$ cat src/sv/text_console_char_handler_defines.svh
// ----------------------------------------------------------------------------
// Text console assertion macros
// Concurrent assertion helpers used by the console sequencer. Defining SYNTH
// turns every use into empty text.
// ----------------------------------------------------------------------------
`ifndef TEXT_CONSOLE_CHAR_HANDLER_DEFINES_SVH
`define TEXT_CONSOLE_CHAR_HANDLER_DEFINES_SVH

`ifndef SYNTH
// Check that a property holds at every clock edge outside reset
`define TCCH_ASSERT(lbl, clk, rst_n, prop) \
  lbl: assert property (@(posedge clk) disable iff (!rst_n) (prop)) \
    else $error("text console assertion failed");
// Check that a condition leads to a consequence in the next cycle
`define TCCH_ASSERT_NEXT(lbl, clk, rst_n, ante, cons) \
  lbl: assert property (@(posedge clk) disable iff (!rst_n) (ante) |=> (cons)) \
    else $error("text console assertion failed");
`else
`define TCCH_ASSERT(lbl, clk, rst_n, prop)
`define TCCH_ASSERT_NEXT(lbl, clk, rst_n, ante, cons)
`endif

`endif

$ cat src/sv/tcch_pkg.sv
// ----------------------------------------------------------------------------
// Text console package
// Screen geometry, field widths, character codes and shared types.
// ----------------------------------------------------------------------------
package tcch_pkg;

  // Screen geometry
  localparam int COLUMNS   = 80;
  localparam int ROWS      = 25;
  localparam int TAB_WIDTH = 8;
  localparam int CELLS     = COLUMNS * ROWS;

  // Derived widths
  localparam int ADDR_W = $clog2(CELLS);
  localparam int COL_W  = $clog2(COLUMNS);
  localparam int ROW_W  = $clog2(ROWS);
  localparam int PH_W   = $clog2(TAB_WIDTH);

  // Field widths
  localparam int CHAR_W  = 8;
  localparam int ATTR_W  = 7;
  localparam int CELL_W  = CHAR_W + ATTR_W;
  localparam int BG_W    = 3;
  localparam int FG_W    = 4;
  localparam int RROW_W  = 5;
  localparam int RCOL_W  = 7;
  localparam int POS_W   = 11;
  localparam int PADDR_W = 3;
  localparam int PDATA_W = 32;

  // Character codes
  localparam logic [CHAR_W-1:0] CH_SCROLL     = 8'd1;
  localparam logic [CHAR_W-1:0] CH_BACKSPACE  = 8'd8;
  localparam logic [CHAR_W-1:0] CH_TAB        = 8'd9;
  localparam logic [CHAR_W-1:0] CH_LINE_FEED  = 8'd10;
  localparam logic [CHAR_W-1:0] CH_FORM_FEED  = 8'd12;
  localparam logic [CHAR_W-1:0] CH_RETURN     = 8'd13;
  localparam logic [CHAR_W-1:0] CH_SPACE      = 8'd32;
  localparam logic [CHAR_W-1:0] CH_PRINT_LAST = 8'd127;

  // Attribute of the screen after reset
  localparam logic [ATTR_W-1:0] RESET_ATTR = 7'h75;

  // Configuration register indexes
  typedef enum logic {
    REG_BACKGROUND = 1'b0,
    REG_FOREGROUND = 1'b1
  } reg_idx_e;

  // Color settings handed to the sequencer
  typedef struct packed {
    logic [BG_W-1:0] bg;
    logic [FG_W-1:0] fg;
  } cfg_t;

  // Screen store access from the sequencer
  typedef struct packed {
    logic              we;
    logic [ADDR_W-1:0] waddr;
    logic [CELL_W-1:0] wdata;
    logic [ADDR_W-1:0] raddr;
  } mem_req_t;

endpackage

$ cat src/sv/tcch_cfg.sv
// ----------------------------------------------------------------------------
// Text console configuration registers
// APB-style access to the background and foreground color registers.
// ----------------------------------------------------------------------------
module tcch_cfg (
  input  logic                          clk_i,
  input  logic                          rst_ni,
  input  logic                          psel,
  input  logic                          penable,
  input  logic                          pwrite,
  input  logic [tcch_pkg::PADDR_W-1:0]  paddr,
  input  logic [tcch_pkg::PDATA_W-1:0]  pwdata,
  output logic [tcch_pkg::PDATA_W-1:0]  prdata,
  output logic                          pready,
  output tcch_pkg::cfg_t                cfg_o
);
  import tcch_pkg::*;

  logic [BG_W-1:0] bg_q, bg_d;
  logic [FG_W-1:0] fg_q, fg_d;
  reg_idx_e        idx;
  logic            wr_en;

  assign idx    = reg_idx_e'(paddr[PADDR_W-1]);
  assign wr_en  = psel && penable && pwrite;
  assign pready = 1'b1;

  // Decode writes
  always_comb begin
    bg_d = bg_q;
    fg_d = fg_q;
    if (wr_en) begin
      case (idx)
        REG_BACKGROUND: bg_d = pwdata[BG_W-1:0];
        REG_FOREGROUND: fg_d = pwdata[FG_W-1:0];
        default: ;
      endcase
    end
  end

  // Return register contents
  always_comb begin
    case (idx)
      REG_BACKGROUND: prdata = PDATA_W'(bg_q);
      REG_FOREGROUND: prdata = PDATA_W'(fg_q);
      default:        prdata = '0;
    endcase
  end

  always_ff @(posedge clk_i or negedge rst_ni) begin
    if (!rst_ni) begin
      bg_q <= 3'd7;
      fg_q <= 4'd5;
    end else begin
      bg_q <= bg_d;
      fg_q <= fg_d;
    end
  end

  assign cfg_o.bg = bg_q;
  assign cfg_o.fg = fg_q;

endmodule

$ cat config.mk
export PLATFORM = sky130hd
export DESIGN_NAME = tcch_cfg
export DESIGN_NICKNAME = d
export VERILOG_FILES = /design/src/sv/text_console_char_handler_defines.svh /design/src/sv/tcch_pkg.sv /design/src/sv/tcch_cfg.sv
export SDC_FILE = /design/constraint.sdc
export NUM_CORES = 1
export LEC_CHECK = 0
export ABC_AREA = 1
export BUFFER_PORTS_ARGS = -buffer_cell sky130_fd_sc_hd__clkbuf_2
export CAP_MARGIN = 10
export CORE_MARGIN = 2
export CORE_UTILIZATION = 30
export CTS_CLUSTER_DIAMETER = 150
export DETAILED_ROUTE_END_ITERATION = 10
export GPL_TIMING_DRIVEN = 0
export PLACE_DENSITY_LB_ADDON = 0.05
export SLEW_MARGIN = 5
export SYNTH_ARGS = -nofsm -noshare
export SYNTH_HDL_FRONTEND = slang
export SYNTH_SLANG_ARGS = --single-unit
$ cat constraint.sdc
create_clock -name clk_i -period 1.2 [get_ports clk_i]
set_clock_uncertainty 0.15 [all_clocks]
set_input_delay 0.18 -clock clk_i [delete_from_list [all_inputs] [get_ports clk_i]]
set_output_delay 0.18 -clock clk_i [all_outputs]
set_load 0.005 [all_outputs]
==> results of run 1 <==
cells by family after synthesis:
logic type | Yosys count | share of synthesized area [%]
other | 2 | 1.25
AND/OR/NAND/NOR | 35 | 28.3
flip-flops | 7 | 30.2
buffers and inverters | 33 | 40.2
worst max-delay path by stage:
stage                      endpoint  startpoint  depth (start not counted)  slack (ns)
after floorplan           prdata[0]     fg_q[0]                          2        0.23
after global placement    prdata[0]     fg_q[0]                          3        0.13
after detailed placement  prdata[0]     bg_q[0]                          3        0.13
after CTS                 prdata[0]     bg_q[0]                          3       -0.15
after global routing      prdata[0]     bg_q[0]                          3       -0.19
final                     prdata[0]     bg_q[0]                          3       -0.14
cells in the final DEF, fill, tap and decap left out, types with 2 or more instances in the layout:
cell	instances
dfstp_2	5
conb_1	29
nand2_1	24
nand3_1	7
dfrtp_1	2
clkbuf_2	18
buf_4	29
dlygate4sd3_1	4
clkbuf_4	3
metrics by stage:
| stage | worst slack, ns | hold WS, ns |
|---|---|---|
| 6_report | -0.137 | 0.00727 |
| 5_1_grt | -0.185 | 0.0456 |
| 4_1_cts | -0.150 | 0.00171 |
| 3_5_place_dp | 0.129 | -0.125 |
| 3_3_place_gp | 0.128 | -0.125 |
| 2_1_floorplan | 0.232 | -0.266 |
worst reg2reg max path, delay by kind of cell, from the launching register on:
family / cells / cell delay, ns
flops: 1 / 0.54
simple gates: 2 / 0.10
power by group:
part	internal, mW	switching (mW)	total, mW
Clock	0.127	0.0851	0.212
Sequential	0.305	0.0349	0.340
Combinational	0.154	0.130	0.284
state kept, by name, indices dropped and copies added (netlist names):
register,cells
fg_q,4
bg_q,3
cell type report:
cell class	instances	share of cell area (%)
inverter	3	1.39
buffer	30	25.5
timing repair buffer	23	15.1
multi-input combinational	64	31.1
tap	27	3.77
sequential	7	20.2
clock buffer	4	2.93
metal layers:
layer | track usage (%) | part of all wire (%) | up-vias
li1 | - | - | 288
met1 | 10.6 | 37 | 224
met2 | 17.8 | 49 | 33
met3 | 5.25 | 13 | 2
met4 | 2.86 | 0.53 | 0
met5 | 0 | 0 | -
timing repair:
item | in CTS | in global routing
gates resized for setup | 0 | 1
pin swaps | 1 | 1
setup buffers | 0 | 0
setup endpoints to repair | 8 | 9
hold endpoints to repair | 11 | 0
hold buffers | 4 | 0
==> flow_summary.rst, run 1 <==
.. list-table::
   :header-rows: 1

   * - Metric
     - Value
   * - Outcome
     - complete, but fails checks
   * - Failing checks
     - setup timing
   * - Portion of the post-synthesis area used by sequential elements
     - 30.2%
   * - Standard-cell rows
     - 16
   * - Number of placed I/O pins
     - 80
   * - Ratio of final minimum period to clock period
     - 111%
   * - Clock-pin slew on the worst setup and hold paths
     - 0.05 ns
   * - Setup TNS after final layout
     - -0.531 ns
   * - Critical-path maximum fanout
     - 3
   * - CTS tree
     - built
   * - Number of enable flip-flop cells after synthesis
     - 0
   * - Via-per-instance ratio
     - 3.46
   * - Routed len/inst
     - 7.13 um
   * - Capture point of the worst reg-to-reg path
     - bg_q[0]
   * - Initial Util
     - 31.3%
   * - Yosys top cell by area
     - buf_4
   * - Critical Path Slowest Stage Cell
     - dfstp_2
   * - Cells traversed along the worst timing path
     - nand2_1 -> nand2_1 -> buf_2
   * - Endpoint of the worst hold path
     - fg_q[3]
   * - Die Footprint
     - 2380 sq um
   * - Diodes inserted
     - 0
   * - Minimum setup slack among reg-to-reg paths
     - 0.35 ns
   * - Category of the worst setup path launch point
     - register
   * - Post-DP HPWL
     - 948 um
   * - Wire length of the first global-routing pass
     - 1.86 mm
   * - Cell count of the worst hold path
     - 3
   * - Max Clock Freq
     - 748 MHz
   * - Hold path startpoint
     - pwdata[3]
   * - Most numerous cell in the Yosys netlist
     - buf_4
   * - Placed cell areas
     - 831 sq um
   * - Final Non-Filler Cells
     - 158
   * - Buffer type at the clock tree root
     - clkbuf_4
   * - Netlist cell types
     - 14
   * - Pwr per Cell Area
     - 931 nW/um^2
   * - Count of synthesis-stage warnings from yosys
     - 0
   * - Endpoint type of the worst setup path
     - output pin
   * - Min setup slack post-route
     - -0.137 ns
   * - Number of setup violations in the final report
     - 8
   * - CTS max path bufs
     - 2
   * - Share of synthesized registers carrying an async set or reset
     - 100%
   * - Time the final worst path needs with I/O delays and setup
     - 1.34 ns
   * - Worst R2R Path Depth
     - 2
   * - Category of the critical setup timing path
     - register to output pin
   * - Post-synth top flop
     - dfstp_2
   * - Leak
     - 0.573 nW
   * - Detailed-route wire length
     - 1.13 mm
   * - R2r startpoint
     - bg_q[0]
   * - Placer Congestion
     - 0.722
   * - Antenna violations before repair
     - 0
   * - Net count, final
     - 172
   * - Final count of pins violating max slew
     - 0
   * - Crit path required time
     - 0.87 ns
   * - Data arrival time of the critical path
     - 1.01 ns
   * - Finished layout cell area
     - 897 sq um
   * - Post-layout utilization of the core
     - 46.7%
   * - Largest delay share family, worst path
     - flip-flops
   * - Synthesis-stage register bit count
     - 7
   * - Chip width
     - 48.7 um
   * - Total power consumption of the routed design
     - 835 uW
   * - IR Drop Worst-Case VDD
     - 0.745 mV
   * - Slowest stage delay, CP
     - 0.54 ns
   * - Max-cap violations
     - 0
   * - Remaining Overflow, GRT
     - 0
   * - Drc violations
     - 0
   * - Total instance count after detailed placement
     - 150
   * - Vias in the first global route
     - 457
   * - Worst-skew pair later-pin latency
     - 0.25 ns
   * - Total of fill cells in the finished design
     - 204
   * - Area added between synthesis and finish
     - 49.4%
   * - Mapped Cells
     - 77
   * - Proportion of netlist area held by the largest area contributor
     - 36.3%
   * - Total track usage
     - 10.2%
   * - Final hold vios
     - 0
   * - Number of buffers created by CTS
     - 3
   * - Total standard cell area after synthesis
     - 601 sq um
   * - Hold Path Class
     - input port to register
   * - Maximum number of pins on one net before global-route repair
     - 11
   * - Most Frequent Cell on Critical Path
     - nand2_1
   * - IO Port Bufs
     - 19
   * - Setup repair after global routing missed its margin
     - yes
   * - Area of the multi-input gates
     - 279 sq um
   * - Post-synthesis average cell area
     - 7.80 sq um
   * - Total number of H-tree levels
     - 1
   * - Clock Sinks
     - 7
   * - Fraction of final layout cells sized beyond drive strength 1
     - 47.3%
   * - Most frequent cells after synthesis
     - buf_4, nand2_1, nand3_1
   * - Number of routed nets with antenna violations
     - 0
   * - Die height
     - 48.7 um
   * - CP bufs+invs
     - 1
   * - Top area cells in the synthesized netlist
     - buf_4, dfstp_2, nand2_1
   * - Vias post-DR
     - 547
   * - Drt first pass iters
     - 4
   * - Sequential standard cell area
     - 181 sq um
   * - Initial detailed-routing violation count
     - 9
   * - Area inside the core boundary
     - 1920 sq um
No activity file was read; power rests on OpenSTA's default activity.
==> run 2: changes to the inputs <==
- CORE_UTILIZATION: 30 -> 33
- clock period: 1.2 -> 1.67 ns (I/O delays scaled with it)
==> flow_summary.rst, run 2 (synthesized netlist as in run 1, its figures left out) <==
.. list-table::
   :header-rows: 1

   * - Metric
     - Value
   * - Outcome
     - finished, final reports clean
   * - Clock Sinks
     - 7 (unchanged)
   * - Max-cap violations
     - 0 (unchanged)
   * - CTS tree
     - built
   * - Die Footprint
     - 2180 sq um (-8.4%)
   * - Most Frequent Cell on Critical Path
     - nand2_1
   * - Cell count of the worst hold path
     - 3 (unchanged)
   * - Setup repair after global routing missed its margin
     - no
   * - Commonest cells after routing, fill and taps aside
     - buf_4, conb_1, nand2_1
   * - Time the final worst path needs with I/O delays and setup
     - 1.41 ns
   * - Buffer type at the clock tree root
     - clkbuf_4
   * - Leak
     - 0.560 nW (-2.2%)
   * - Drt first pass iters
     - 4 (unchanged)
   * - Slowest stage delay, CP
     - 0.54 ns (about the same)
   * - Total instance count after detailed placement
     - 148 (-1.3%)
   * - Hold Path Class
     - input port to register
   * - Final hold vios
     - 0 (unchanged)
   * - Cells traversed along the worst timing path
     - nand2_1 -> nand2_1 -> clkbuf_2
   * - Number of placed I/O pins
     - 80 (unchanged)
   * - Max reg flops
     - 4 (unchanged)
   * - Die height
     - 46.7 um (-4.3%)
   * - Number of routed nets with antenna violations
     - 0 (unchanged)
   * - Post-layout utilization of the core
     - 50.1% (+3.4 points)
   * - Initial detailed-routing violation count
     - 7 (-2)
   * - Top flop regs
     - fg_q x4, bg_q x3
   * - Max Clock Freq
     - 710 MHz
   * - Endpoint of the worst hold path
     - fg_q[2]
   * - Pwr per Cell Area
     - 684 nW/um^2 (-27%)
   * - Endpoint type of the worst setup path
     - output pin
   * - Ratio of final minimum period to clock period
     - 84.3%
   * - Final count of pins violating max slew
     - 0 (unchanged)
   * - Placer Congestion
     - 0.712 (-1.4%)
   * - Setup TNS after final layout
     - 0 ns (+0.531 ns)
   * - Area added between synthesis and finish
     - 44.0%
   * - Clock-pin slew on the worst setup and hold paths
     - 0.05 ns (about the same)
   * - Total track usage
     - 10.7% (+0.54 points)
   * - Diodes inserted
     - 0 (unchanged)
   * - Critical-path maximum fanout
     - 3 (unchanged)
   * - Antenna violations before repair
     - 0 (unchanged)
   * - Remaining Overflow, GRT
     - 0 (unchanged)
   * - Data arrival time of the critical path
     - 1.01 ns (about the same)
   * - Fraction of final layout cells sized beyond drive strength 1
     - 48.4% (+1.1 points)
   * - Hold path startpoint
     - pwdata[2]
   * - Number of buffers created by CTS
     - 3 (unchanged)
   * - Standard-cell rows
     - 15 (-1)
   * - Routed len/inst
     - 7.05 um (-1.0%)
   * - Wire length of the first global-routing pass
     - 1.63 mm (-13%)
   * - Total number of H-tree levels
     - 1 (unchanged)
   * - Detailed-route wire length
     - 1.08 mm (-4.2%)
   * - Metal2 WL
     - 492 um (-11%)
   * - Vias in the first global route
     - 386 (-16%)
   * - IO Port Bufs
     - 19 (unchanged)
   * - Post-CTS repair timing setup buffer count
     - 0 (unchanged)
   * - Total of fill cells in the finished design
     - 193 (-5.4%)
   * - Maximum number of pins on one net before global-route repair
     - 11 (unchanged)
   * - Highest metal layer used by the detailed router
     - met3
   * - Worst Setup Slack post-DPL
     - 0.525 ns (+0.396 ns)
   * - Min setup slack post-route
     - 0.261 ns (+0.398 ns)
   * - IR Drop Worst-Case VDD
     - 0.419 mV (-44%)
   * - Final Non-Filler Cells
     - 153 (-3.2%)
   * - Post-DP HPWL
     - 895 um (-5.6%)
   * - Crit path required time
     - 1.27 ns (+0.40 ns)
   * - Minimum setup slack among reg-to-reg paths
     - 0.81 ns (+0.46 ns)
   * - Capture point of the worst reg-to-reg path
     - fg_q[2]
   * - Category of the worst setup path launch point
     - register
   * - Drc violations
     - 0 (unchanged)
   * - Worst R2R Path Depth
     - 2 (unchanged)
   * - CTS max path bufs
     - 2 (unchanged)
   * - Routed length on met3
     - 144 um (-4.0%)
   * - Top reg by flops
     - fg_q
   * - Critical Path Slowest Stage Cell
     - dfstp_2
   * - Net count, final
     - 169 (-1.7%)
   * - Wire length the detailed router placed on met1
     - 442 um (+6.8%)
   * - Chip width
     - 46.7 um (-4.3%)
   * - Category of the critical setup timing path
     - register to output pin
   * - Post-CTS Resized
     - 0 (unchanged)
   * - Area inside the core boundary
     - 1730 sq um (-10%)
   * - Via-per-instance ratio
     - 3.35 (-3.3%)
   * - R2r startpoint
     - fg_q[2]
   * - Initial Util
     - 34.8% (+3.5 points)
   * - Worst-skew pair later-pin latency
     - 0.24 ns (about the same)
   * - Vias post-DR
     - 512 (-6.4%)
   * - Number of setup violations in the final report
     - 0 (-8)
## run 2: cell types whose count changed in the layout (fill, tap and decap cells not counted), sizes merged
cell,before,now
buf,31,30
clkbuf,22,23
dlygate4sd3,4,1
## run 2: critical path: cells and delay by family (launching register included)
family,cells,cell delay [ns]
flops,1,0.54
buf+inv,1,0.11
simple gates,2,0.12
## run 2: area by class of cell
type / instances / area, sq um / share of cell area [%]
timing repair buffer: 20 / 105 / 12.2
tap: 25 / 31.3 / 3.62
clock buffer: 4 / 26.3 / 3.04
inverter: 3 / 12.5 / 1.45
buffer: 30 / 229 / 26.5
multi-input combinational: 64 / 279 / 32.3
sequential: 7 / 181 / 21.0
## run 2: timing repair
action,CTS,global route
hold buffers,1,0
endpoints found under the hold margin,7,0
endpoints found under the setup margin,0,0
## run 2: where the power goes
group	internal [mW]	switching [mW]	total, mW
logic	0.106	0.0919	0.198
clock network	0.0909	0.0578	0.149
registers	0.219	0.0254	0.244
## run 2: through the flow
stage,instance area (sq um),power [mW],hold slack (ns)
finish,865,0.591,0.0681
global route,865,0.644,0.0765
CTS,865,0.599,0.0596
detailed placement,828,0.443,-0.0561
global placement,828,0.441,-0.0534
floorplan,702,0.367,-0.195
## run 2: per-layer routing
metal	vias up	GRT usage (%)
met1	202	13.6
li1	280	-
met3	0	3.14
met4	0	5.00
met2	30	16.7
met5	-	0
## run 2: worst max path at each step
stage | start | to | slack (ns) | depth (start not counted)
after floorplan | fg_q[0] | prdata[0] | 0.63 | 2
after global placement | bg_q[0] | prdata[0] | 0.52 | 3
after detailed placement | fg_q[0] | prdata[0] | 0.52 | 3
after CTS | fg_q[0] | prdata[0] | 0.25 | 3
after global routing | fg_q[0] | prdata[0] | 0.20 | 3
final | fg_q[0] | prdata[0] | 0.26 | 3
