### src/sv/text_console_char_handler_defines.svh
// ----------------------------------------------------------------------------
// Text console assertion macros
// Concurrent assertion helpers used by the console sequencer. Defining SYNTH
// turns every use into empty text.
// ----------------------------------------------------------------------------
`ifndef TEXT_CONSOLE_CHAR_HANDLER_DEFINES_SVH
`define TEXT_CONSOLE_CHAR_HANDLER_DEFINES_SVH

`ifndef SYNTH
// Check that a property holds at every clock edge outside reset
`define TCCH_ASSERT(lbl, clk, rst_n, prop) \
  lbl: assert property (@(posedge clk) disable iff (!rst_n) (prop)) \
    else $error("text console assertion failed");
// Check that a condition leads to a consequence in the next cycle
`define TCCH_ASSERT_NEXT(lbl, clk, rst_n, ante, cons) \
  lbl: assert property (@(posedge clk) disable iff (!rst_n) (ante) |=> (cons)) \
    else $error("text console assertion failed");
`else
`define TCCH_ASSERT(lbl, clk, rst_n, prop)
`define TCCH_ASSERT_NEXT(lbl, clk, rst_n, ante, cons)
`endif

`endif

### src/sv/tcch_pkg.sv
// ----------------------------------------------------------------------------
// Text console package
// Screen geometry, field widths, character codes and shared types.
// ----------------------------------------------------------------------------
package tcch_pkg;

  // Screen geometry
  localparam int COLUMNS   = 80;
  localparam int ROWS      = 25;
  localparam int TAB_WIDTH = 8;
  localparam int CELLS     = COLUMNS * ROWS;

  // Derived widths
  localparam int ADDR_W = $clog2(CELLS);
  localparam int COL_W  = $clog2(COLUMNS);
  localparam int ROW_W  = $clog2(ROWS);
  localparam int PH_W   = $clog2(TAB_WIDTH);

  // Field widths
  localparam int CHAR_W  = 8;
  localparam int ATTR_W  = 7;
  localparam int CELL_W  = CHAR_W + ATTR_W;
  localparam int BG_W    = 3;
  localparam int FG_W    = 4;
  localparam int RROW_W  = 5;
  localparam int RCOL_W  = 7;
  localparam int POS_W   = 11;
  localparam int PADDR_W = 3;
  localparam int PDATA_W = 32;

  // Character codes
  localparam logic [CHAR_W-1:0] CH_SCROLL     = 8'd1;
  localparam logic [CHAR_W-1:0] CH_BACKSPACE  = 8'd8;
  localparam logic [CHAR_W-1:0] CH_TAB        = 8'd9;
  localparam logic [CHAR_W-1:0] CH_LINE_FEED  = 8'd10;
  localparam logic [CHAR_W-1:0] CH_FORM_FEED  = 8'd12;
  localparam logic [CHAR_W-1:0] CH_RETURN     = 8'd13;
  localparam logic [CHAR_W-1:0] CH_SPACE      = 8'd32;
  localparam logic [CHAR_W-1:0] CH_PRINT_LAST = 8'd127;

  // Attribute of the screen after reset
  localparam logic [ATTR_W-1:0] RESET_ATTR = 7'h75;

  // Configuration register indexes
  typedef enum logic {
    REG_BACKGROUND = 1'b0,
    REG_FOREGROUND = 1'b1
  } reg_idx_e;

  // Color settings handed to the sequencer
  typedef struct packed {
    logic [BG_W-1:0] bg;
    logic [FG_W-1:0] fg;
  } cfg_t;

  // Screen store access from the sequencer
  typedef struct packed {
    logic              we;
    logic [ADDR_W-1:0] waddr;
    logic [CELL_W-1:0] wdata;
    logic [ADDR_W-1:0] raddr;
  } mem_req_t;

endpackage

### src/sv/tcch_seq.sv
// ----------------------------------------------------------------------------
// Text console sequencer
// Cursor state and the read-modify-write walks over the screen store:
// cell writes, clear sweeps, scroll copies and cell reads.
// ----------------------------------------------------------------------------
`include "text_console_char_handler_defines.svh"

module tcch_seq (
  input  logic                          clk_i,
  input  logic                          rst_ni,
  input  logic                          start_i,
  output logic                          busy_o,
  input  logic                          cmd_i,
  input  logic [tcch_pkg::CHAR_W-1:0]   data_byte_i,
  input  logic [tcch_pkg::RROW_W-1:0]   read_row_i,
  input  logic [tcch_pkg::RCOL_W-1:0]   read_col_i,
  output logic                          done_o,
  output logic [tcch_pkg::POS_W-1:0]    cursor_position_o,
  output logic [tcch_pkg::CHAR_W-1:0]   cell_char_o,
  output logic [tcch_pkg::ATTR_W-1:0]   cell_attribute_o,
  input  tcch_pkg::cfg_t                cfg_i,
  output tcch_pkg::mem_req_t            mem_req_o,
  input  logic [tcch_pkg::CELL_W-1:0]   rdata_i
);
  import tcch_pkg::*;

  typedef enum logic [5:0] {
    ST_IDLE   = 6'b000001,
    ST_CLEAR  = 6'b000010,
    ST_EXEC   = 6'b000100,
    ST_SCROLL = 6'b001000,
    ST_DRAIN  = 6'b010000,
    ST_READ   = 6'b100000
  } state_e;

  localparam logic [COL_W-1:0]  COL_LAST       = COL_W'(COLUMNS - 1);
  localparam logic [COL_W-1:0]  COL_TAB_LIMIT  = COL_W'(COLUMNS - TAB_WIDTH);
  localparam logic [PH_W-1:0]   PH_LAST        = PH_W'(TAB_WIDTH - 1);
  localparam logic [PH_W-1:0]   PH_AT_COL_LAST = PH_W'((COLUMNS - 1) % TAB_WIDTH);
  localparam logic [ROW_W-1:0]  ROW_LAST       = ROW_W'(ROWS - 1);
  localparam logic [ADDR_W-1:0] CNT_LAST       = ADDR_W'(CELLS - 1);
  localparam logic [ADDR_W-1:0] COPY_END       = ADDR_W'(CELLS - COLUMNS);
  localparam logic [ADDR_W-1:0] LINE_OFS       = ADDR_W'(COLUMNS);

  // Control state
  state_e            state_q, state_d;
  logic [ADDR_W-1:0] cnt_q, cnt_d;
  logic [COL_W-1:0]  col_q, col_d;
  logic [ROW_W-1:0]  row_q, row_d;
  logic [PH_W-1:0]   ph_q, ph_d;
  logic              cleared_q, cleared_d;
  logic              exec_after_q, exec_after_d;
  logic              wb_valid_q, wb_valid_d;
  logic              done_q, done_d;

  // Payload
  logic [CHAR_W-1:0] byte_q, byte_d;
  logic              in_range_q, in_range_d;
  logic [ADDR_W-1:0] wb_addr_q, wb_addr_d;
  logic              wb_blank_q, wb_blank_d;
  logic [CHAR_W-1:0] char_q, char_d;
  logic [ATTR_W-1:0] attr_q, attr_d;

  logic              accept;
  logic              rd_in_range;
  logic [ADDR_W-1:0] rd_addr;
  logic [ADDR_W-1:0] cur_addr;
  logic [CELL_W-1:0] blank;
  logic              go_scroll;
  logic              go_clear;

  assign accept      = start_i && (state_q == ST_IDLE);
  assign busy_o      = (state_q != ST_IDLE);
  assign blank       = {cfg_i.bg, cfg_i.fg, CH_SPACE};
  assign cur_addr    = ADDR_W'(row_q) * LINE_OFS + ADDR_W'(col_q);
  assign rd_in_range = (int'(read_row_i) < ROWS) && (int'(read_col_i) < COLUMNS);
  assign rd_addr     = rd_in_range ?
                       ADDR_W'(read_row_i) * LINE_OFS + ADDR_W'(read_col_i) : '0;

  // Sequence one item over the screen store
  always_comb begin
    state_d      = state_q;
    cnt_d        = cnt_q;
    col_d        = col_q;
    row_d        = row_q;
    ph_d         = ph_q;
    cleared_d    = cleared_q;
    exec_after_d = exec_after_q;
    wb_valid_d   = 1'b0;
    done_d       = 1'b0;
    byte_d       = byte_q;
    in_range_d   = in_range_q;
    wb_addr_d    = wb_addr_q;
    wb_blank_d   = wb_blank_q;
    char_d       = char_q;
    attr_d       = attr_q;
    go_scroll    = 1'b0;
    go_clear     = 1'b0;

    // Scroll write-back by default; other states take over the port
    mem_req_o.we    = wb_valid_q;
    mem_req_o.waddr = wb_addr_q;
    mem_req_o.wdata = wb_blank_q ? blank : rdata_i;
    mem_req_o.raddr = rd_addr;

    case (state_q)
      ST_IDLE: begin
        if (accept) begin
          in_range_d = rd_in_range;
          byte_d     = data_byte_i;
          if (cmd_i) begin
            state_d = ST_READ;
          end else if (!cleared_q) begin
            cleared_d    = 1'b1;
            exec_after_d = 1'b1;
            cnt_d        = '0;
            state_d      = ST_CLEAR;
          end else begin
            state_d = ST_EXEC;
          end
        end
      end

      ST_CLEAR: begin
        mem_req_o.we    = 1'b1;
        mem_req_o.waddr = cnt_q;
        mem_req_o.wdata = blank;
        if (cnt_q == CNT_LAST) begin
          cnt_d = '0;
          if (exec_after_q) begin
            state_d = ST_EXEC;
          end else begin
            done_d  = 1'b1;
            char_d  = '0;
            attr_d  = '0;
            state_d = ST_IDLE;
          end
        end else begin
          cnt_d = cnt_q + 1'b1;
        end
      end

      ST_EXEC: begin
        if (byte_q inside {[CH_SPACE:CH_PRINT_LAST]}) begin
          // Store the character and advance
          mem_req_o.we    = 1'b1;
          mem_req_o.waddr = cur_addr;
          mem_req_o.wdata = {cfg_i.bg, cfg_i.fg, byte_q};
          if (col_q == COL_LAST) begin
            col_d = '0;
            ph_d  = '0;
            if (row_q == ROW_LAST) begin
              go_scroll = 1'b1;
            end else begin
              row_d = row_q + 1'b1;
            end
          end else begin
            col_d = col_q + 1'b1;
            ph_d  = (ph_q == PH_LAST) ? '0 : ph_q + 1'b1;
          end
        end else begin
          case (byte_q)
            CH_SCROLL: go_scroll = 1'b1;
            CH_BACKSPACE: begin
              if (col_q != '0) begin
                col_d = col_q - 1'b1;
                ph_d  = (ph_q == '0) ? PH_LAST : ph_q - 1'b1;
              end
            end
            CH_TAB: begin
              if (col_q >= COL_TAB_LIMIT) begin
                col_d = COL_LAST;
                ph_d  = PH_AT_COL_LAST;
              end else begin
                col_d = col_q + (COL_W'(TAB_WIDTH) - COL_W'(ph_q));
                ph_d  = '0;
              end
            end
            CH_LINE_FEED: begin
              col_d = '0;
              ph_d  = '0;
              if (row_q == ROW_LAST) begin
                go_scroll = 1'b1;
              end else begin
                row_d = row_q + 1'b1;
              end
            end
            CH_FORM_FEED: begin
              col_d    = '0;
              row_d    = '0;
              ph_d     = '0;
              go_clear = 1'b1;
            end
            CH_RETURN: begin
              col_d = '0;
              ph_d  = '0;
            end
            default: ;
          endcase
        end

        if (go_scroll) begin
          cnt_d   = '0;
          state_d = ST_SCROLL;
        end else if (go_clear) begin
          cnt_d        = '0;
          exec_after_d = 1'b0;
          state_d      = ST_CLEAR;
        end else begin
          done_d  = 1'b1;
          char_d  = '0;
          attr_d  = '0;
          state_d = ST_IDLE;
        end
      end

      ST_SCROLL: begin
        // Read one line ahead, write back in the next cycle
        mem_req_o.raddr = ADDR_W'(cnt_q + LINE_OFS);
        wb_valid_d      = 1'b1;
        wb_addr_d       = cnt_q;
        wb_blank_d      = (cnt_q >= COPY_END);
        if (cnt_q == CNT_LAST) begin
          cnt_d   = '0;
          state_d = ST_DRAIN;
        end else begin
          cnt_d = cnt_q + 1'b1;
        end
      end

      ST_DRAIN: begin
        done_d  = 1'b1;
        char_d  = '0;
        attr_d  = '0;
        state_d = ST_IDLE;
      end

      ST_READ: begin
        if (!in_range_q) begin
          char_d = '0;
          attr_d = '0;
        end else if (cleared_q) begin
          char_d = rdata_i[CHAR_W-1:0];
          attr_d = rdata_i[CELL_W-1:CHAR_W];
        end else begin
          char_d = CH_SPACE;
          attr_d = RESET_ATTR;
        end
        done_d  = 1'b1;
        state_d = ST_IDLE;
      end

      default: state_d = ST_IDLE;
    endcase
  end

  // Control registers
  always_ff @(posedge clk_i or negedge rst_ni) begin
    if (!rst_ni) begin
      state_q      <= ST_IDLE;
      cnt_q        <= '0;
      col_q        <= '0;
      row_q        <= '0;
      ph_q         <= '0;
      cleared_q    <= 1'b0;
      exec_after_q <= 1'b0;
      wb_valid_q   <= 1'b0;
      done_q       <= 1'b0;
    end else begin
      state_q      <= state_d;
      cnt_q        <= cnt_d;
      col_q        <= col_d;
      row_q        <= row_d;
      ph_q         <= ph_d;
      cleared_q    <= cleared_d;
      exec_after_q <= exec_after_d;
      wb_valid_q   <= wb_valid_d;
      done_q       <= done_d;
    end
  end

  // Payload registers
  always_ff @(posedge clk_i) begin
    byte_q     <= byte_d;
    in_range_q <= in_range_d;
    wb_addr_q  <= wb_addr_d;
    wb_blank_q <= wb_blank_d;
    char_q     <= char_d;
    attr_q     <= attr_d;
  end

  assign done_o            = done_q;
  assign cursor_position_o = POS_W'(cur_addr);
  assign cell_char_o       = char_q;
  assign cell_attribute_o  = attr_q;

  // Assertions
  `TCCH_ASSERT(a_done_in_idle, clk_i, rst_ni, !done_q || (state_q == ST_IDLE))
  `TCCH_ASSERT_NEXT(a_accept_busy, clk_i, rst_ni, accept, state_q != ST_IDLE)
  `TCCH_ASSERT(a_wb_in_scroll, clk_i, rst_ni, !wb_valid_q || (state_q == ST_SCROLL) || (state_q == ST_DRAIN))
  `TCCH_ASSERT(a_no_idle_write, clk_i, rst_ni, !mem_req_o.we || (state_q != ST_IDLE))
  `TCCH_ASSERT(a_cursor_range, clk_i, rst_ni, (int'(row_q) < ROWS) && (int'(col_q) < COLUMNS))

endmodule

### config.mk
export PLATFORM = sky130hd
export DESIGN_NAME = tcch_seq
export DESIGN_NICKNAME = d
export VERILOG_FILES = /design/src/sv/tcch_pkg.sv /design/src/sv/tcch_seq.sv
export VERILOG_INCLUDE_DIRS = /design/src /design/src/sv
export SDC_FILE = /design/constraint.sdc
export NUM_CORES = 1
export LEC_CHECK = 0
export ABC_AREA = 1
export ABC_CLOCK_PERIOD_IN_PS = 2700
export BUFFER_PORTS_ARGS = -buffer_cell sky130_fd_sc_hd__buf_2
export CORE_MARGIN = 2
export CORE_UTILIZATION = 30
export CTS_BUF_LIST = sky130_fd_sc_hd__clkbuf_8
export CTS_CLUSTER_DIAMETER = 30
export DETAILED_ROUTE_END_ITERATION = 8
export GPL_TIMING_DRIVEN = 0
export PLACE_DENSITY = 0.45
export SETUP_SLACK_MARGIN = 0.2
export SYNTH_ARGS = -nofsm -noshare
export SYNTH_HDL_FRONTEND = slang
export SYNTH_SLANG_ARGS = --single-unit
export TNS_END_PERCENT = 5
### constraint.sdc
create_clock -name clk_i -period 2.7 [get_ports clk_i]
set_input_delay 0.135 -clock clk_i [delete_from_list [all_inputs] [get_ports clk_i]]
set_output_delay 0.135 -clock clk_i [all_outputs]
set_load 0.1 [all_outputs]
==> impl_metrics.csv, run 1 <==
group,metric,value,unit
layout,final_util,40.70,%
pwr,max-vdd-ir-drop,0.4681,mV
synthesis,synth_top_area_share,19.50,%
placed_design,dp_hpwl,13210,µm
timing,fin_skew,11.76,ps
layout,drive_above_1_share,29.10,%
routing,routed.top_layer,"met4",
pwr,finalPower,0.007558,W
synthesis,ys_seq_area_share,35.78,%
synthesis,ys_types,48,
routing,vias,5294,
placed_design,dpl_worst_slack,-97.99,ps
global_routing,grt_max_degree,37,
setup_path,crit_slowest_cell,"fa_2",
synthesis,syn_inst,717,
synthesis,ys_ff_latch,72,
clock_network,cts_buffer_depth,2,
setup_path,startpoint_type,"flip-flop",
pwr,p_leak,3.515,nW
routing,ant_nets,0,
floorplanning,rows,49,
setup_path,path_class,"flip-flop to output pin",
routing,wl_met1,7983,µm
layout,nets,947,
setup_path,crit_family,"adder cells",
timing,fmax,365.6,MHz
global_routing,gr-total-overflow,0,
clock_network,cts_num_sinks,72,
routing,wl_met2,8105,µm
setup_path,critPathCaptureType,"output pin",
floorplanning,core,0.01802,mm²
status,violations,"setup timing",
timing,slew_headroom,37.09,%
floorplanning,die_h,139.9,µm
synthesis,synthTopCellsByArea,"edfxtp_1, dfrtp_1, nand2_1, ha_1, inv_1",
routing,first_pass_iters,5,
floorplanning,ioPinCount,112,
timing,slew_violations,0,
setup_path,max_stage_delay,470,ps
timing,rsz0062_at_grt,"true",
routing,post-route-drc-count,0,
routing,totalWireLength,17020,µm
flow_run,cap_viol_max_count,0,
placed_design,routabilityCongestion,0.8666,
setup_path,arrival,2600,ps
placed_design,dp_cells,1058,
routing,routedWlPerCell,15.54,µm
synthesis,avgSynthCellArea,7.731,µm²
global_routing,grt_usage,17.50,%
clock_network,cts_tree,"yes",
routing,drt-initial-drc-count,272,
layout,antenna_cells,0,
synthesis,ys.warnings.count,0,
synthesis,synth_area,0.005543,mm²
clock_network,root_buffer,"clkbuf_8",
global_routing,antenna_found_initial,0,
setup_path,cp_num_buf_inv,2,
global_routing,first_global_vias,5121,
synthesis,synth_top_cell_by_area,"edfxtp_1",
clock_network,clock_latency,380,ps
layout,area_growth,32.35,%
synthesis,synth.net_count,803,
timing,worst_slew_pin_slew,943.7,ps
timing,finalHoldViolCount,0,
clock_network,clk_pin_slew,90,ps
setup_path,path_cells,"ha_4, ha_4, inv_2, fa_2, nor2_4, xor2_4, nand2_2, o211ai_1, buf_6",
floorplanning,initial_core_util,30.75,%
clock_network,htree_levels,3,
layout,instances_no_fill,1095,
status,outcome,"complete, but fails checks",
setup_path,cp_common_cell,"ha_4",
timing,min_period_over_period,101.3,%
timing,fin_crit,2735,ps
timing,timing.final.ws_setup,-34.96,ps
min_path,hp-class,"primary input to flip-flop",
setup_path,required,2570,ps
pwr,power_density,1030,mW/mm²
setup_path,cp_max_fo,3,
floorplanning,die_w,139.9,µm
routing,dr_wl_met3,711,µm
routing,via_per_inst,4.835,
clock_network,cts_buffers,9,
timing,setup_viol,4,
global_routing,grt_pass1_wl,27040,µm
placed_design,port_buffers,111,
floorplanning,dieArea,0.01958,mm²
[flip-flops by register name, summed over array words and instances (netlist names)]
name and count:
exec_after_q 1, cleared_q 1, ph_q 3, in_range_q 1
state_q 6, cnt_q 11, wb_blank_q 1, wb_valid_q 1
wb_addr_q 11, row_q 5, cell_attribute_o 7, done_o 1
col_q 7, byte_q 8, cell_char_o 8
[worst min-delay path: cells and delay by family]
kind	cells	cell delay (ps)
buf+inv	2	140
simple gates	2	100
[cell usage in the layout, fill, tap and decap left out, types with 6 or more instances in the layout]
cell type | synthesis | layout
or2_2 | 7 | 6
nor2_1 | 76 | 74
ha_1 | 35 | 29
buf_6 | 5 | 25
nand2_1 | 168 | 167
nor2_4 | 5 | 7
xor2_1 | 15 | 12
nand3_1 | 46 | 41
inv_2 | 9 | 13
nor3_1 | 12 | 12
dfrtp_2 | 0 | 10
inv_1 | 98 | 93
dfrtp_1 | 35 | 25
nand2_2 | 8 | 9
o21ai_0 | 35 | 30
clkbuf_8 | 0 | 9
a21oi_1 | 27 | 27
o21ai_1 | 8 | 9
buf_4 | 4 | 33
nand4_1 | 18 | 18
o21ai_2 | 2 | 6
buf_2 | 4 | 71
ha_4 | 0 | 6
edfxtp_1 | 36 | 36
dlygate4sd3_1 | 0 | 9
[metrics by stage]
| stage | hold WS, ps | cell area (µm²) | TNS [ps] |
|---|---|---|---|
| after floorplan | -160.6 | 5600 | -7095 |
| after global placement | 314.7 | 6442 | -6313 |
| after detailed placement | 313.3 | 6450 | -782.3 |
| after CTS | 10.31 | 7143 | -298.1 |
| after global routing | 52.06 | 7336 | -410.2 |
| final | 33.90 | 7336 | -75.62 |
[layer usage]
metal | GRT usage, % | vias up
li1 | - | 2654
met1 | 23.50 | 2511
met2 | 28.86 | 115
met3 | 3.248 | 14
met4 | 5.105 | 0
met5 | 0 | -
[what timing repair did]
action	4_1_cts	5_1_grt
endpoints found under the setup margin	51	53
resized for setup	88	44
cloned	0	1
hold buffers	9	0
endpoints found under the hold margin	43	0
setup buffers	5	6
pin swaps	8	14
[cell usage after synthesis (all sizes together)]
cell type	count
a22oi	1
o21a	1
nand4	22
nor3	13
dfstp	1
o211ai	5
xor2	15
dfrtp	35
nand3b	3
and2	1
o22ai	4
o221ai	7
clkbuf	4
nand2	177
nor2	88
a22o	2
or2	7
a31oi	1
edfxtp	36
buf	13
ha	35
clkinv	1
inv	108
a211oi	1
a21boi	1
o21ai	46
o31ai	1
fa	5
xnor2	6
nand3	50
a21oi	27
[logic make-up (layout without fill, tap and decap cells)]
| family | count (synthesis) | after routing | synth area share (%) |
|---|---|---|---|
| adder cells (fa/ha/maj) | 40 | 40 | 9.707 |
| XOR/XNOR | 21 | 21 | 3.318 |
| flip-flops | 72 | 72 | 35.78 |
| buffers and inverters | 126 | 274 | 9.639 |
| AO/OA/AOI/OAI | 97 | 97 | 10.27 |
| AND/OR/NAND/NOR | 361 | 362 | 31.29 |
[power by group]
| part | internal, W | switching [W] | total, W |
|---|---|---|---|
| clock | 0.000531 | 0.000499 | 0.00103 |
| sequential | 0.00149 | 0.000322 | 0.00181 |
| combinational | 0.00124 | 0.00348 | 0.00472 |
[cell type report]
cell class	instances	area, µm²
Timing Repair Buffer	132	943.4
Clock buffer	9	123.9
Fill cell	1880	10690
Inverter	109	425.4
Sequential cell	72	1996
Tap cell	229	286.5
Clock inverter	7	103.9
Buffer	17	147.6
Multi-Input combinational cell	520	3309
[path summary, 6_finish.rpt]
check,from,to,slack [ps],cells past startpoint
setup / recovery,row_q[3]$_DFFE_PN0P_,mem_req_o[35],-30,9
hold / removal,cmd_i,cleared_q$_DFFE_PN0P_,30,4
setup reg to reg,cnt_q[0]$_DFFE_PN0P_,cell_char_o[2]$_SDFFCE_PN0P_,230,7
hold reg to reg,cnt_q[6]$_DFFE_PN0P_,wb_addr_q[6]$_DFFE_PP_,460,0
max in group asynchronous,rst_ni,state_q[5]$_DFFE_PN0P_,1610,2
min in group asynchronous,rst_ni,col_q[6]$_DFFE_PN0P_,430,2
No activity file was read; power rests on OpenSTA's default activity.
==> run 2, diff against run 1 <==
--- a/config.mk
+++ b/config.mk
@@ -15,6 +15,7 @@
 export CTS_CLUSTER_DIAMETER = 30
 export DETAILED_ROUTE_END_ITERATION = 8
 export GPL_TIMING_DRIVEN = 0
+export HOLD_SLACK_MARGIN = 0.06
 export PLACE_DENSITY = 0.45
 export SETUP_SLACK_MARGIN = 0.2
 export SYNTH_ARGS = -nofsm -noshare
==> run 2 against run 1 <==
The flow still finishes with violations (setup timing). Register-to-register slack improved by 30 ps. First-iteration DRC count increased by 11%. Non-clock buffer count unchanged. Global-route usage about the same. Critical path depth unchanged. Clock power about the same. Combinational power about the same. Die area unchanged. Sequential cell count unchanged. Critical path type unchanged.
==> impl_metrics.csv, run 2 (same netlist as run 1, synthesis figures left out) <==
group,metric,value,unit
floorplanning,ioPinCount,112,
timing,holdWs,74.21,ps
global_routing,grt_usage,17.54,%
timing,slew_violations,0,
timing,worst_slew_pin_slew,938.3,ps
routing,first_pass_iters,4,
routing,vias,5269,
status,outcome,"complete, but fails checks",
pwr,finalPower,0.007552,W
setup_path,startpoint_type,"flip-flop",
routing,routedWlPerCell,15.41,µm
global_routing,gr-total-overflow,0,
placed_design,routabilityCongestion,0.8666,
timing,min_period_over_period,101.8,%
timing,rsz0062_at_grt,"true",
setup_path,path_class,"flip-flop to output pin",
timing,finalHoldViolCount,0,
status,violations,"setup timing",
clock_network,clock_latency,380,ps
layout,fillers,1877,
routing,via_per_inst,4.816,
clock_network,cts_tree,"yes",
layout,antenna_cells,0,
placed_design,dp_hpwl,13210,µm
timing,setup_viol,4,
setup_path,critPathCaptureType,"output pin",
setup_path,r2r_slack,260,ps
pwr,power_density,1028,mW/mm²
layout,area_growth,32.53,%
global_routing,first_global_vias,5142,
global_routing,grt_pass1_wl,27120,µm
clock_network,cts_buffers,9,
setup_path,arrival,2610,ps
timing,fin_skew,11.46,ps
routing,totalWireLength,16860,µm
routing,post-route-drc-count,0,
floorplanning,initial_core_util,30.75,%
layout,final_util,40.75,%
clock_network,htree_levels,3,
timing,fin_crit,2749,ps
layout,layout_common_cells,"nand2_1, inv_1, nor2_1, buf_2, nand3_1",
global_routing,grt_max_degree,37,
routing,ant_nets,0,
pwr,p_leak,3.507,nW
global_routing,antenna_found_initial,0,
setup_path,required,2570,ps
timing,fmax,363.8,MHz
floorplanning,rows,49,
timing,slew_headroom,37.45,%
layout,mostFrequentLayoutCell,"nand2_1",
timing,timing.final.ws_setup,-48.69,ps
flow_run,cap_viol_max_count,0,
clock_network,clk_pin_slew,90,ps
pwr,max-vdd-ir-drop,0.4649,mV
routing,drt-initial-drc-count,302,
floorplanning,core,0.01802,mm²
layout,drive_above_1_share,28.32,%
floorplanning,die_w,139.9,µm
placed_design,port_buffers,111,
layout,register_area,0.001996,mm²
clock_network,cts_buffer_depth,2,
floorplanning,dieArea,0.01958,mm²
layout,multi_input_area,0.003304,mm²
layout,largestRegisters,"cnt_q x11, wb_addr_q x11",
clock_network,cts_num_sinks,72,
clock_network,root_buffer,"clkbuf_8",
floorplanning,die_h,139.9,µm
setup_path,cp_max_fo,3,
layout,nets,946,
min_path,hp-class,"primary input to flip-flop",
placed_design,dpl_worst_slack,-97.99,ps
==> run 2: path summary, 6_finish.rpt <==
| path | start | to | depth (start not counted) |
|---|---|---|---|
| worst max-delay path | row_q[3]$_DFFE_PN0P_ | mem_req_o[35] | 9 |
| worst min-delay path | rdata_i[4] | cell_char_o[4]$_SDFFCE_PN0P_ | 3 |
| worst max register to register | cnt_q[0]$_DFFE_PN0P_ | cell_char_o[2]$_SDFFCE_PN0P_ | 7 |
| worst min register to register | cnt_q[6]$_DFFE_PN0P_ | wb_addr_q[6]$_DFFE_PP_ | 0 |
| max in group asynchronous | rst_ni | state_q[5]$_DFFE_PN0P_ | 2 |
| min in group asynchronous | rst_ni | col_q[6]$_DFFE_PN0P_ | 2 |
==> run 2: worst max-delay path: stages (launching register included) <==
cell      delay (ps)
dfrtp_2          450
ha_4             250
ha_4             160
inv_2             50
fa_2             470
nor2_4           160
xor2_4           160
nand2_2           90
o211ai_1         180
buf_6            280
==> run 2: power breakdown <==
group | switching [W] | internal (W)
clock | 0.000497 | 0.000531
sequential | 0.000324 | 0.00149
combinational | 0.00347 | 0.00124
total | 0.00429 | 0.00326
==> run 2: stage by stage <==
stage | setup TNS, ps | instances | area [µm²]
5_1_grt | -492.2 | 1094 | 7346
4_1_cts | -298.1 | 1093 | 7193
3_5_place_dp | -782.3 | 1058 | 6450
2_1_floorplan | -7095 | 717 | 5600
3_3_place_gp | -6313 | 1057 | 6442
6_report | -86.13 | 1094 | 7346
==> run 2: per-layer routing <==
| metal | part of all wire (%) | track usage (%) | vias to the layer above | wire length, µm |
|---|---|---|---|---|
| li1 | - | - | 2655 | - |
| met1 | 47 | 23.52 | 2488 | 7847 |
| met2 | 48 | 28.99 | 111 | 8060 |
| met3 | 4.1 | 3.248 | 15 | 689 |
| met4 | 1.5 | 5.105 | 0 | 259 |
| met5 | 0 | 0 | - | 0 |
==> run 2: final cells by class <==
class	count	area share (%)
Buffer	17	2.027
Clock buffer	9	1.686
Clock inverter	7	1.414
Inverter	109	5.689
Multi-Input combinational cell	519	44.98
Sequential cell	72	27.17
Tap cell	229	3.901
Timing Repair Buffer	132	13.13
==> run 2: what timing repair did <==
action,4_1_cts,5_1_grt
resized for setup,88,42
hold buffers,14,0
hold endpoints to repair,49,0
setup buffers,5,1
pin swaps,8,12
endpoints found under the setup margin,51,53
==> run 3, diff against run 2 <==
--- a/config.mk
+++ b/config.mk
@@ -6,7 +6,6 @@
 export SDC_FILE = /design/constraint.sdc
 export NUM_CORES = 1
 export LEC_CHECK = 0
-export ABC_AREA = 1
 export ABC_CLOCK_PERIOD_IN_PS = 2700
 export BUFFER_PORTS_ARGS = -buffer_cell sky130_fd_sc_hd__buf_2
 export CORE_MARGIN = 2
==> run 3 against run 2 <==
The flow still finishes with violations (setup timing). Worst hold slack improved by 11 ps. Sequential share of layout area increased by 0.80 points. Clock skew increased by 15 ps. Sequential cell count unchanged. Register-to-register slack about the same. First-iteration DRC count decreased by 9.6%. Wire length decreased by 4.4%.
==> impl_metrics.csv, run 3 <==
group,metric,value,unit
status,outcome,"complete, but fails checks",
status,violations,"setup timing",
pwr,power_density,773.7,mW/mm²
global_routing,gr-total-overflow,0,
pwr,finalPower,0.005514,W
placed_design,port_buffers,111,
floorplanning,core,0.01712,mm²
synthesis,ys_types,77,
timing,rsz0062_at_grt,"true",
routing,first_pass_iters,4,
pwr,p_switching,0.002795,W
routing,routedWlPerCell,17.26,µm
clock_network,cts_num_sinks,72,
clock_network,clk_pin_slew,100,ps
timing,fmax,328.7,MHz
setup_path,startpoint_type,"flip-flop",
synthesis,synth_top_area_share,20.82,%
routing,post-route-drc-count,0,
placed_design,dp_hpwl,11940,µm
layout,nets,790,
timing,worst_slew_pin_slew,942.9,ps
setup_path,critPathCaptureType,"output pin",
timing,fin_skew,26.68,ps
pwr,p_int,0.002719,W
layout,instances_no_fill,934,
floorplanning,dieArea,0.01838,mm²
clock_network,clock_latency,380,ps
layout,antenna_cells,0,
timing,finalHoldViolCount,0,
global_routing,grt_pass1_wl,24910,µm
layout,area_growth,37.25,%
synthesis,synth.net_count,632,
pwr,p_leak,3.181,nW
routing,ant_nets,0,
synthesis,synth_area,0.005192,mm²
min_path,hp-class,"primary input to flip-flop",
routing,drt-initial-drc-count,273,
timing,slew_violations,0,
synthesis,ys_ff_latch,72,
synthesis,synth_edf_count,36,
floorplanning,initial_core_util,30.34,%
flow_run,cap_viol_max_count,0,
pwr,combPwrFrac,53.0,%
setup_path,r2r_slack,260,ps
synthesis,synth_top_cell_by_area,"edfxtp_1",
pwr,seqPwrFrac,30.9,%
global_routing,first_global_vias,4745,
synthesis,synth.most_common_cell,"nand2_1",
setup_path,cp_max_fo,2,
setup_path,path_class,"flip-flop to output pin",
routing,via_per_inst,5.163,
layout,mostFrequentLayoutCell,"buf_2",
routing,totalWireLength,16120,µm
floorplanning,die_h,135.6,µm
global_routing,grt_usage,17.58,%
synthesis,netlist_top_cells_count,"nand2_1, nor2_1, edfxtp_1",
layout,fillers,1714,
synthesis,syn_inst,546,
synthesis,ys_seq_area_share,38.19,%
setup_path,path_cells,"ha_4, ha_4, inv_2, fa_2, xnor2_4, nor3b_4, xor2_2, xnor2_4, a221o_4, buf_12",
clock_network,cts_buffer_depth,2,
timing,setup_viol,4,
clock_network,cts_tree,"yes",
setup_path,max_stage_delay,450,ps
placed_design,routabilityCongestion,0.8368,
timing,min_period_over_period,112.7,%
clock_network,root_buffer,"clkbuf_8",
global_routing,grt_max_degree,37,
timing,fin_crit,3043,ps
synthesis,avgSynthCellArea,9.510,µm²
routing,vias,4822,
setup_path,arrival,2910,ps
pwr,swShare,50.70,%
floorplanning,die_w,135.6,µm
setup_path,required,2570,ps
layout,layout_common_cells,"buf_2, nand2_1, nor2_1, edfxtp_1, inv_1",
clock_network,cts_buffers,9,
pwr,clkPwrFrac,16.1,%
layout,largestRegisters,"cnt_q x11, wb_addr_q x11",
timing,slew_headroom,37.14,%
floorplanning,ioPinCount,112,
global_routing,antenna_found_initial,0,
placed_design,dp_cells,882,
synthesis,yosys_most_used_dff,"edfxtp_1",
timing,timing.final.ws_setup,-342.5,ps
setup_path,crit_slowest_cell,"dfrtp_2",
pwr,max-vdd-ir-drop,0.5719,mV
synthesis,synthTopCellsByArea,"edfxtp_1, dfrtp_1, ha_1, nand2_1, a21oi_1",
floorplanning,rows,48,
synthesis,ys.warnings.count,0,
synthesis,async_flop_share,50.00,%
layout,drive_above_1_share,32.86,%
clock_network,htree_levels,3,
-- run 3: cell types whose count changed after synthesis, moves of 8 or more --
| cell | delta |
|---|---|
| inv_1 | -64 |
| a22oi_1 | +9 |
| nand4_1 | -14 |
| o21ai_0 | -9 |
| and2_1 | +11 |
| a21o_1 | +8 |
| nor2_1 | -39 |
| inv_2 | -9 |
| a31oi_1 | +12 |
| xnor2_1 | +9 |
| nand3_1 | -25 |
| nand2_1 | -114 |
| and3_1 | +11 |
-- run 3: power groups by stage --
stage | combinational (W) | sequential, W | clock (W)
2_1_floorplan | 0.00196 | 0.00189 | 0
3_3_place_gp | 0.00275 | 0.00171 | 0
3_5_place_dp | 0.00276 | 0.00172 | 0
4_1_cts | 0.00282 | 0.00170 | 0.000920
5_1_grt | 0.00314 | 0.00174 | 0.000959
6_report | 0.00292 | 0.00170 | 0.000889
-- run 3: logic make-up after synthesis --
group,after synthesis,synth area share (%)
buf+inv,64,5.638
flops,72,38.19
compound gates,140,18.24
mux,9,1.904
fa+ha+maj,40,10.36
xor+xnor,26,4.386
simple gates,195,21.28
-- run 3: per-layer routing --
metal | wire [µm] | part of all wire, % | track usage (%) | vias up
li1 | - | - | - | 2314
met1 | 7284 | 45 | 23.48 | 2356
met2 | 7849 | 49 | 28.56 | 129
met3 | 690 | 4.3 | 3.554 | 23
met4 | 297 | 1.8 | 5.671 | 0
met5 | 0 | 0 | 0 | -
-- run 3: cell type report --
class                      instances  area, µm²  area share [%]
multi-input combinational        411       3216           45.12
sequential                        72       1993           27.97
timing repair buffer             146       1135           15.92
tap                              225      281.5           3.950
buffer                            28      170.2           2.388
inverter                          36      136.4           1.914
clock buffer                       9      123.9           1.738
clock inverter                     7      71.32           1.001
-- run 3: worst max-delay path, delay by kind of cell, from the launching register on --
family	cells	cell delay (ps)
AOI/OAI and AO/OA	1	380
xor gates and xnor gates	3	500
adders and majority gates	3	760
buffers and inverters	2	200
DFF	1	450
and+or+nand+nor	1	230
-- run 3: timing repair --
| action | 4_1_cts | 5_1_grt |
|---|---|---|
| cloned | 0 | 1 |
| gates resized for setup | 35 | 115 |
| endpoints found under the setup margin | 64 | 70 |
| setup buffers | 7 | 8 |
| hold buffers | 20 | 0 |
| pin swaps | 9 | 9 |
| endpoints found under the hold margin | 53 | 0 |
-- run 3: worst paths after layout --
kind	startpoint	endpoint	depth (start not counted)
worst min register to register	cnt_q[9]$_DFFE_PN0P_	wb_addr_q[9]$_DFFE_PP_	0
worst max register to register	row_q[0]$_DFFE_PN0P_	cnt_q[9]$_DFFE_PN0P_	10
worst max-delay path	row_q[3]$_DFFE_PN0P_	mem_req_o[36]	10
max in group asynchronous	rst_ni	ph_q[0]$_DFFE_PN0P_	2
worst min-delay path	start_i	state_q[4]$_DFFE_PN0P_	3
min in group asynchronous	rst_ni	row_q[3]$_DFFE_PN0P_	2
-- run 3: stage by stage --
stage | util, % | area, µm² | setup TNS [ps] | hold WS [ps] | setup WS [ps]
floorplan | - | 5349 | -5099 | -160.6 | -431.6
global placement | 36.14 | 6186 | -5083 | 317.5 | -377.7
detailed placement | 36.14 | 6186 | -5619 | 315.7 | -370.1
CTS | 39.58 | 6775 | -4664 | 73.30 | -444.2
global route | 41.64 | 7127 | -1170 | 77.07 | -475.9
finish | 41.64 | 7127 | -670.8 | 85.49 | -342.5
